### src/sv/lrx_pkg.sv
// ----------------------------------------------------------------------------
// lrx_pkg: shared definitions for the left-to-right expression evaluator
// Operator codes, character codes, divider sizing and the controller to
// datapath command and status bundles.
// ----------------------------------------------------------------------------
package lrx_pkg;

  // Pending operator encoding
  localparam logic [1:0] OP_ADD = 2'd0;
  localparam logic [1:0] OP_SUB = 2'd1;
  localparam logic [1:0] OP_MUL = 2'd2;
  localparam logic [1:0] OP_DIV = 2'd3;

  // ASCII codes
  localparam logic [7:0] CH_PLUS  = 8'h2B;
  localparam logic [7:0] CH_MINUS = 8'h2D;
  localparam logic [7:0] CH_STAR  = 8'h2A;
  localparam logic [7:0] CH_SLASH = 8'h2F;
  localparam logic [7:0] CH_ZERO  = 8'h30;
  localparam logic [7:0] CH_NINE  = 8'h39;

  localparam int DATA_W    = 32;
  localparam int DIV_STEPS = DATA_W;
  localparam int DIV_CNT_W = $clog2(DIV_STEPS);

  // Controller -> datapath
  typedef struct packed {
    logic accept;      // request taken this cycle
    logic apply;       // apply pending operator (starts divider if needed)
    logic div_step;    // one restoring-division iteration
    logic div_fix;     // sign-correct quotient into running result
    logic emit;        // load output register and re-arm
  } lrx_cmd_t;

  // Datapath -> controller
  typedef struct packed {
    logic trigger;     // incoming request is an operator or last character
    logic last;        // captured request was the last character
    logic div_nz;      // pending operator is divide with non-zero operand
    logic out_free;    // output register can take a result this cycle
  } lrx_sts_t;

endpackage

### src/sv/lrx_ctrl.sv
// ----------------------------------------------------------------------------
// lrx_ctrl: sequencing state machine
// Takes requests in idle, steps the datapath through apply, the iterative
// divide and the result hand-off.
// ----------------------------------------------------------------------------
module lrx_ctrl import lrx_pkg::*; (
  input  logic     clk,
  input  logic     rst,
  input  logic     in_valid,
  output logic     in_stall,
  input  lrx_sts_t sts,
  output lrx_cmd_t cmd
);

  localparam logic [2:0] S_IDLE  = 3'd0;
  localparam logic [2:0] S_APPLY = 3'd1;
  localparam logic [2:0] S_DIV   = 3'd2;
  localparam logic [2:0] S_DFIX  = 3'd3;
  localparam logic [2:0] S_EMIT  = 3'd4;

  localparam logic [DIV_CNT_W-1:0] DIV_LAST = DIV_CNT_W'(DIV_STEPS - 1);

  logic [2:0]           state;
  logic [2:0]           state_next;
  logic [DIV_CNT_W-1:0] div_cnt;
  logic [DIV_CNT_W-1:0] div_cnt_next;

  assign in_stall = (state != S_IDLE);

  always_comb begin
    state_next   = state;
    div_cnt_next = div_cnt;
    cmd          = '0;
    case (state)
      S_IDLE: begin
        if (in_valid) begin
          cmd.accept = 1'b1;
          if (sts.trigger) state_next = S_APPLY;
        end
      end
      S_APPLY: begin
        cmd.apply = 1'b1;
        if (sts.div_nz) begin
          state_next   = S_DIV;
          div_cnt_next = '0;
        end else if (sts.last) begin
          state_next = S_EMIT;
        end else begin
          state_next = S_IDLE;
        end
      end
      S_DIV: begin
        cmd.div_step = 1'b1;
        div_cnt_next = div_cnt + 1'b1;
        if (div_cnt == DIV_LAST) state_next = S_DFIX;
      end
      S_DFIX: begin
        cmd.div_fix = 1'b1;
        state_next  = sts.last ? S_EMIT : S_IDLE;
      end
      S_EMIT: begin
        if (sts.out_free) begin
          cmd.emit   = 1'b1;
          state_next = S_IDLE;
        end
      end
      default: begin
        state_next = S_IDLE;
      end
    endcase
  end

  always_ff @(posedge clk) begin
    if (rst) begin
      state   <= S_IDLE;
      div_cnt <= '0;
    end else begin
      state   <= state_next;
      div_cnt <= div_cnt_next;
    end
  end

  a_emit_free: assert property (@(posedge clk) disable iff (rst)
    cmd.emit |-> sts.out_free)
    else $error("emit while output register busy");

  a_div_entry: assert property (@(posedge clk) disable iff (rst)
    (state == S_APPLY && sts.div_nz) |=> (state == S_DIV && div_cnt == '0))
    else $error("divider not started after apply");

  a_div_exit: assert property (@(posedge clk) disable iff (rst)
    (state == S_DIV && div_cnt == DIV_LAST) |=> (state == S_DFIX))
    else $error("divider did not finish after full iteration count");

  a_emit_done: assert property (@(posedge clk) disable iff (rst)
    (state == S_EMIT && sts.out_free) |=> (state == S_IDLE))
    else $error("controller did not return to idle after emit");

endmodule

### src/sv/lrx_dp.sv
// ----------------------------------------------------------------------------
// lrx_dp: evaluator datapath
// Operand accumulator, running result, pending operator, restoring
// divider on magnitudes and the output register.
// ----------------------------------------------------------------------------
module lrx_dp import lrx_pkg::*; (
  input  logic                     clk,
  input  logic                     rst,
  input  logic [7:0]               character,
  input  logic                     is_last,
  input  lrx_cmd_t                 cmd,
  output lrx_sts_t                 sts,
  output logic signed [DATA_W-1:0] value,
  output logic                     divide_by_zero,
  output logic                     out_valid,
  input  logic                     out_stall
);

  logic [DATA_W-1:0] running_result;
  logic [DATA_W-1:0] acc;
  logic [1:0]        pending_op;
  logic              zdiv_seen;

  // captured request
  logic              last_q;
  logic              has_op_q;
  logic [1:0]        op_q;

  // divider
  logic [DATA_W-1:0] div_rem;
  logic [DATA_W-1:0] div_quo;
  logic [DATA_W-1:0] div_den;
  logic              div_neg;

  // decode
  logic              in_digit;
  logic              in_is_op;
  logic [1:0]        in_op;
  logic [DATA_W-1:0] acc_next;

  logic [DATA_W-1:0] num_mag;
  logic [DATA_W-1:0] den_mag;
  logic [DATA_W:0]   trial;
  logic [DATA_W:0]   diff;

  assign in_digit = (character >= CH_ZERO) && (character <= CH_NINE);

  always_comb begin
    in_is_op = 1'b1;
    in_op    = OP_ADD;
    case (character)
      CH_PLUS:  in_op = OP_ADD;
      CH_MINUS: in_op = OP_SUB;
      CH_STAR:  in_op = OP_MUL;
      CH_SLASH: in_op = OP_DIV;
      default:  in_is_op = 1'b0;
    endcase
  end

  // acc * 10 + digit as shift-add
  assign acc_next = {acc[DATA_W-4:0], 3'b000} + {acc[DATA_W-2:0], 1'b0}
                  + {{(DATA_W-4){1'b0}}, 4'(character - CH_ZERO)};

  assign num_mag = running_result[DATA_W-1] ? (~running_result + 1'b1) : running_result;
  assign den_mag = acc[DATA_W-1] ? (~acc + 1'b1) : acc;
  assign trial   = {div_rem, div_quo[DATA_W-1]};
  assign diff    = trial - {1'b0, div_den};

  assign sts.trigger  = in_is_op || is_last;
  assign sts.last     = last_q;
  assign sts.div_nz   = (pending_op == OP_DIV) && (acc != '0);
  assign sts.out_free = !out_valid || !out_stall;

  always_ff @(posedge clk) begin
    if (rst) begin
      running_result <= '0;
      acc            <= '0;
      pending_op     <= OP_ADD;
      zdiv_seen      <= 1'b0;
      out_valid      <= 1'b0;
    end else begin
      if (out_valid && !out_stall) out_valid <= 1'b0;

      if (cmd.accept) begin
        if (in_digit) acc <= acc_next;
        last_q   <= is_last;
        has_op_q <= in_is_op;
        op_q     <= in_op;
      end

      if (cmd.apply) begin
        case (pending_op)
          OP_ADD: running_result <= running_result + acc;
          OP_SUB: running_result <= running_result - acc;
          OP_MUL: running_result <= running_result * acc;
          default: begin
            if (acc == '0) begin
              zdiv_seen <= 1'b1;
            end else begin
              div_rem <= '0;
              div_quo <= num_mag;
              div_den <= den_mag;
              div_neg <= running_result[DATA_W-1] ^ acc[DATA_W-1];
            end
          end
        endcase
        acc <= '0;
        if (has_op_q) pending_op <= op_q;
      end

      if (cmd.div_step) begin
        if (!diff[DATA_W]) begin
          div_rem <= diff[DATA_W-1:0];
          div_quo <= {div_quo[DATA_W-2:0], 1'b1};
        end else begin
          div_rem <= trial[DATA_W-1:0];
          div_quo <= {div_quo[DATA_W-2:0], 1'b0};
        end
      end

      if (cmd.div_fix) begin
        running_result <= div_neg ? (~div_quo + 1'b1) : div_quo;
      end

      if (cmd.emit) begin
        value          <= running_result;
        divide_by_zero <= zdiv_seen;
        out_valid      <= 1'b1;
        running_result <= '0;
        acc            <= '0;
        pending_op     <= OP_ADD;
        zdiv_seen      <= 1'b0;
      end
    end
  end

  a_emit_valid: assert property (@(posedge clk) disable iff (rst)
    cmd.emit |=> (out_valid && pending_op == OP_ADD && acc == '0))
    else $error("emit did not publish result and re-arm");

  a_zdiv_clear: assert property (@(posedge clk) disable iff (rst)
    cmd.emit |=> !zdiv_seen)
    else $error("divide-by-zero flag survived re-arm");

  a_out_hold: assert property (@(posedge clk) disable iff (rst)
    (out_valid && out_stall) |=> (out_valid && $stable(value) && $stable(divide_by_zero)))
    else $error("stalled result changed or dropped");

endmodule

### src/sv/left_to_right_expression_evaluator_top.sv
// ----------------------------------------------------------------------------
// left_to_right_expression_evaluator_top: streaming integer expression unit
// Evaluates +, -, *, / expressions one ASCII character per request.
// ----------------------------------------------------------------------------
// Usage:
//   Input channel: character / is_last with in_valid, in_stall. Digits build
//   a decimal operand; operators apply the pending one strictly left to right
//   (no precedence). Other characters are ignored. is_last closes the
//   expression and produces one result on the output channel.
//   Output channel: value / divide_by_zero with out_valid, out_stall.
//   divide_by_zero is sticky across one expression; a divide by zero leaves
//   the running result unchanged.
// Controller sequence per request:
//   digit or ignored character: accept
//   operator or last with +, - or * pending: accept, apply
//   divide pending, non-zero divisor: accept, apply, one iteration of
//     the restoring divider per quotient bit, sign fix
//   last character: then the output register load, once it is free.
// Reset clears all evaluation state and drops out_valid. A stalled result
// holds in the output register; new requests keep flowing until the next
// last character, which waits until the register frees up.
// ----------------------------------------------------------------------------
module left_to_right_expression_evaluator_top import lrx_pkg::*; (
  input  logic                     clk,
  input  logic                     rst,
  input  logic [7:0]               character,
  input  logic                     is_last,
  input  logic                     in_valid,
  output logic                     in_stall,
  output logic signed [DATA_W-1:0] value,
  output logic                     divide_by_zero,
  output logic                     out_valid,
  input  logic                     out_stall
);

  lrx_cmd_t cmd;
  lrx_sts_t sts;

  // sequencing
  lrx_ctrl u_ctrl (
    .clk      (clk),
    .rst      (rst),
    .in_valid (in_valid),
    .in_stall (in_stall),
    .sts      (sts),
    .cmd      (cmd)
  );

  // arithmetic and output register
  lrx_dp u_dp (
    .clk            (clk),
    .rst            (rst),
    .character      (character),
    .is_last        (is_last),
    .cmd            (cmd),
    .sts            (sts),
    .value          (value),
    .divide_by_zero (divide_by_zero),
    .out_valid      (out_valid),
    .out_stall      (out_stall)
  );

endmodule

### config.mk
export PLATFORM = sky130hd
export DESIGN_NAME = left_to_right_expression_evaluator_top
export DESIGN_NICKNAME = d
export VERILOG_FILES = /design/src/sv/lrx_pkg.sv /design/src/sv/lrx_ctrl.sv /design/src/sv/lrx_dp.sv /design/src/sv/left_to_right_expression_evaluator_top.sv
export SDC_FILE = /design/constraint.sdc
export NUM_CORES = 2
export LEC_CHECK = 0
export BUFFER_PORTS_ARGS = -buffer_cell sky130_fd_sc_hd__buf_4
export CORE_MARGIN = 2
export CORE_UTILIZATION = 50
export CTS_CLUSTER_DIAMETER = 30
export CTS_CLUSTER_SIZE = 12
export DETAILED_ROUTE_END_ITERATION = 6
export PLACE_DENSITY = 0.66
export SYNTH_ARGS = -nofsm -noshare
export SYNTH_HDL_FRONTEND = slang
export SYNTH_SLANG_ARGS = --single-unit
### constraint.sdc
create_clock -name clk -period 14.9 [get_ports clk]
set_input_delay 0 -clock clk [delete_from_list [all_inputs] [get_ports clk]]
set_output_delay 0 -clock clk [all_outputs]
set_load 0.02 [all_outputs]
==> flow_summary.ini <==
[critical_path]
cp_cell_sequence = buf_4, and2_1, fa_1, fa_1, fa_1, inv_1, fa_1, inv_1, fa_1, inv_1, fa_1, inv_1, fa_1, fa_1, ha_1, nand3_1, or2_2, nor4_1, a21oi_1, a311oi_1, a21oi_1, a211o_1, a21oi_1, a21oi_1
cp_max_fo = 17
critPathBufInv = 5
worst_path_most_repeated_cell = fa_1
start_kind = flop
cpPeakStageDelay_ns = 0.61
cp_top_family = adder cells
cpMaxStageDelayCell = dfxtp_1
arrival_ns = 8.27
critical_path_class = flop to flop
required_ns = 15.37
critPathCaptureType = flop

[route]
routed_wirelength_um = 92400
route.met3.wl_um = 7365
vias_per_cell = 5.725
wl_met1_um = 39150
wl_met2_um = 41430
postRouteAntennaNets = 0
first_pass_iters = 7
route.detailed.drc = 0
top_layer = met4
wl_per_cell_um = 20.84
drt_first_iter_violations = 2197
vias = 25390

[yosys]
async_flop_share_pct = 0
yosys_register_bits = 210
synth_area_sq_um = 31360
post-synth-top-area-cell = fa_1
synth-edff-count = 134
seq_area_frac_synth_pct = 17.69
synth_top_area_share_pct = 26.30
synthTopCellsByArea = fa_1, edfxtp_1, ha_1, and2_1, inv_1
postSynthNetCount = 4213
ys_types = 80
yosysWarnings = 0
synth_area_per_cell_sq_um = 8.872
synth_top_flop_cell = edfxtp_1
syn-instance-count = 3534

[cells_and_area]
regArea_sq_um = 5547
drive_above_1_share_pct = 7.036
final_util_pct = 56.87
multi_input_area_sq_um = 23430
fin_nets = 4221
syn_to_final_growth_pct = 12.14
filler_cell_count = 5572
design_area_sq_um = 35160

[status]
status = complete, no violations

[die]
design.die.area_sq_um = 64730
io_pins = 48
die_h_um = 254.4
fp.dieW_um = 254.4
num_rows = 91
core_sq_um = 61830
start_util_pct = 50.72

[timing]
fin_skew_ns = 0.05054
fmax_ghz = 0.1282
finalMaxSlewViolations = 0
rsz0062_at_grt = no
period_share_pct = 52.34
fin_crit_ns = 7.798
slew_headroom_pct = 21.08
final-setup-viol-count = 0
tightest_slew_ns = 1.184
final-hold-violation-count = 0
setup_slack_ns = 7.102
tns_ns = 0

[hold_path]
hold_path_class = primary input to flop

[pwr]
irDropWorstVdd_v = 0.00006617
p_per_area_nw_per_um2 = 72.77
power.total_mw = 2.559
cellLeakagePower_nw = 16.11

[placed_design]
dp_hpwl_um = 67250
globalplace.congestion = 0.9577
numPortBuffers = 47
place_area_sq_um = 32610
dp_slack_ns = 7.089

[job]
cap_violations = 0

[global_routing]
grt_max_degree = 71
grt_overflow = 0
grt_pass1_vias = 25560
antenna_found_initial = 5
grt_usage_pct = 29.60
grt_pass1_wl_um = 146400

[clock_tree]
cts_tree = done
htree_levels = 3
cts_buffer_depth = 3
cts_buffers = 67
root_buffer = clkbuf_16
cts.sinks = 210
clkLatencyLatePin_ns = 0.62
clk_pin_slew_worst_paths_ns = 0.04
## flip-flops by register name, indices dropped and copies added (netlist names), 3 cells and up
signal,cells
u_dp.value,32
u_dp.div_rem,32
u_dp.acc,32
u_ctrl.state,3
u_dp.div_quo,32
u_dp.div_den,32
u_dp.running_result,32
u_ctrl.div_cnt,5
## metal layers
| layer | up-vias | global-route usage [%] |
|---|---|---|
| met5 | - | 0 |
| met4 | 0 | 13.76 |
| met3 | 262 | 4.082 |
| met2 | 1070 | 46.35 |
| met1 | 12500 | 40.76 |
| li1 | 11560 | - |
## final timing paths
kind	from	endpoint	slack (ns)	depth (start not counted)
hold reg to reg	u_dp.zdiv_seen	u_dp.divide_by_zero	0.44	0
hold / removal	character[3]	u_dp.acc[3]	0.10	5
setup / recovery	u_dp.running_result[11]	u_dp.running_result[28]	7.10	24
setup reg to reg	u_dp.running_result[11]	u_dp.running_result[28]	7.10	24
## synthesized netlist by cell type (5+ instances only)
cell type / n
clkbuf_1: 181
a22oi_1: 7
nor4_1: 9
and3_1: 18
o21a_1: 25
or3_1: 33
nand3_1: 32
or4_1: 8
nor2_1: 176
mux2i_1: 33
nand3b_1: 6
edfxtp_1: 134
o31a_1: 7
nand2_1: 415
o21ai_0: 118
a31oi_1: 18
xnor2_1: 188
o41ai_1: 8
o311ai_0: 5
nor2b_1: 21
o211ai_1: 29
o221ai_1: 7
dfxtp_1: 76
inv_1: 446
and2_1: 309
nor3_1: 35
o21ai_1: 25
a21oi_1: 176
ha_1: 254
a211oi_1: 29
xor2_1: 81
fa_1: 412
o21bai_1: 12
a311oi_1: 5
or2_2: 6
o31ai_1: 28
a211o_1: 6
nand2b_1: 24
a21o_1: 45
nand4_1: 6
buf_1: 11
## cell usage in the layout (no fill, tap or decap), types with 21 or more instances in the layout
master     netlist  routed
xor2_1          81      81
nor3_1          35      34
a21o_1          45      45
nor2_1         176     173
edfxtp_1       134     134
a21oi_1        176     176
mux2i_1         33      33
o21ai_0        118     118
nand2b_1        24      24
and2_1         309     308
ha_1           254     253
buf_4            0     121
nand2_1        415     415
fa_1           412     412
o21ai_1         25      25
clkbuf_16        0      67
o21a_1          25      25
nor2b_1         21      21
o31ai_1         28      27
a211oi_1        29      29
o211ai_1        29      29
inv_1          446     446
xnor2_1        188     187
dfxtp_1         76      75
or3_1           33      33
nand3_1         32      32
## kinds of logic (layout without fill, tap and decap cells)
kind of cell             after synthesis  after routing  synth area share, %
flip-flops                           210            210                17.69
other                                  0              1                    0
AND/OR/NAND/NOR                     1124           1124                17.72
adder cells (fa/ha/maj)              666            666                36.44
multiplexers                          34             34                1.089
XOR/XNOR                             269            269                7.514
AO/OA/AOI/OAI                        588            588                11.81
buffers and inverters                643            705                7.737
## final cells by class
class,count,area share (%)
Timing Repair Buffer,136,3.010
Clock inverter,40,1.751
Clock buffer,83,5.081
Multi-Input combinational cell,2681,66.64
Tap cell,837,2.978
Antenna cell,1,0.007117
Inverter,446,4.761
Sequential cell,210,15.77
## what timing repair did
action,in CTS,in global routing
resized for setup,0,0
setup buffers,0,0
endpoints found under the hold margin,20,0
hold buffers,15,0
setup endpoints to repair,0,0
## report_power, final
| part | switching (mW) | leakage (nW) | internal [mW] |
|---|---|---|---|
| clock | 0.468 | 1.13 | 1.03 |
| combinational | 0.255 | 13.1 | 0.150 |
| sequential | 0.0241 | 1.85 | 0.629 |
| total | 0.747 | 16.1 | 1.81 |
## worst min-delay path, delay by kind of cell
family                     cells  cell delay (ns)
buffers and inverters          1             0.12
AOI/OAI and AO/OA              1             0.11
adders and majority gates      2             0.39
and+or+nand+nor                1             0.05
## through the flow
stage          hold WS, ns  std cells
6_report            0.1043       4434
2_1_floorplan      0.07214       3534
4_1_cts            0.07054       4433
3_5_place_dp        0.1948       4295
3_3_place_gp        0.1936       4295
5_1_grt             0.1126       4433
(Power assumes the default switching activity.)
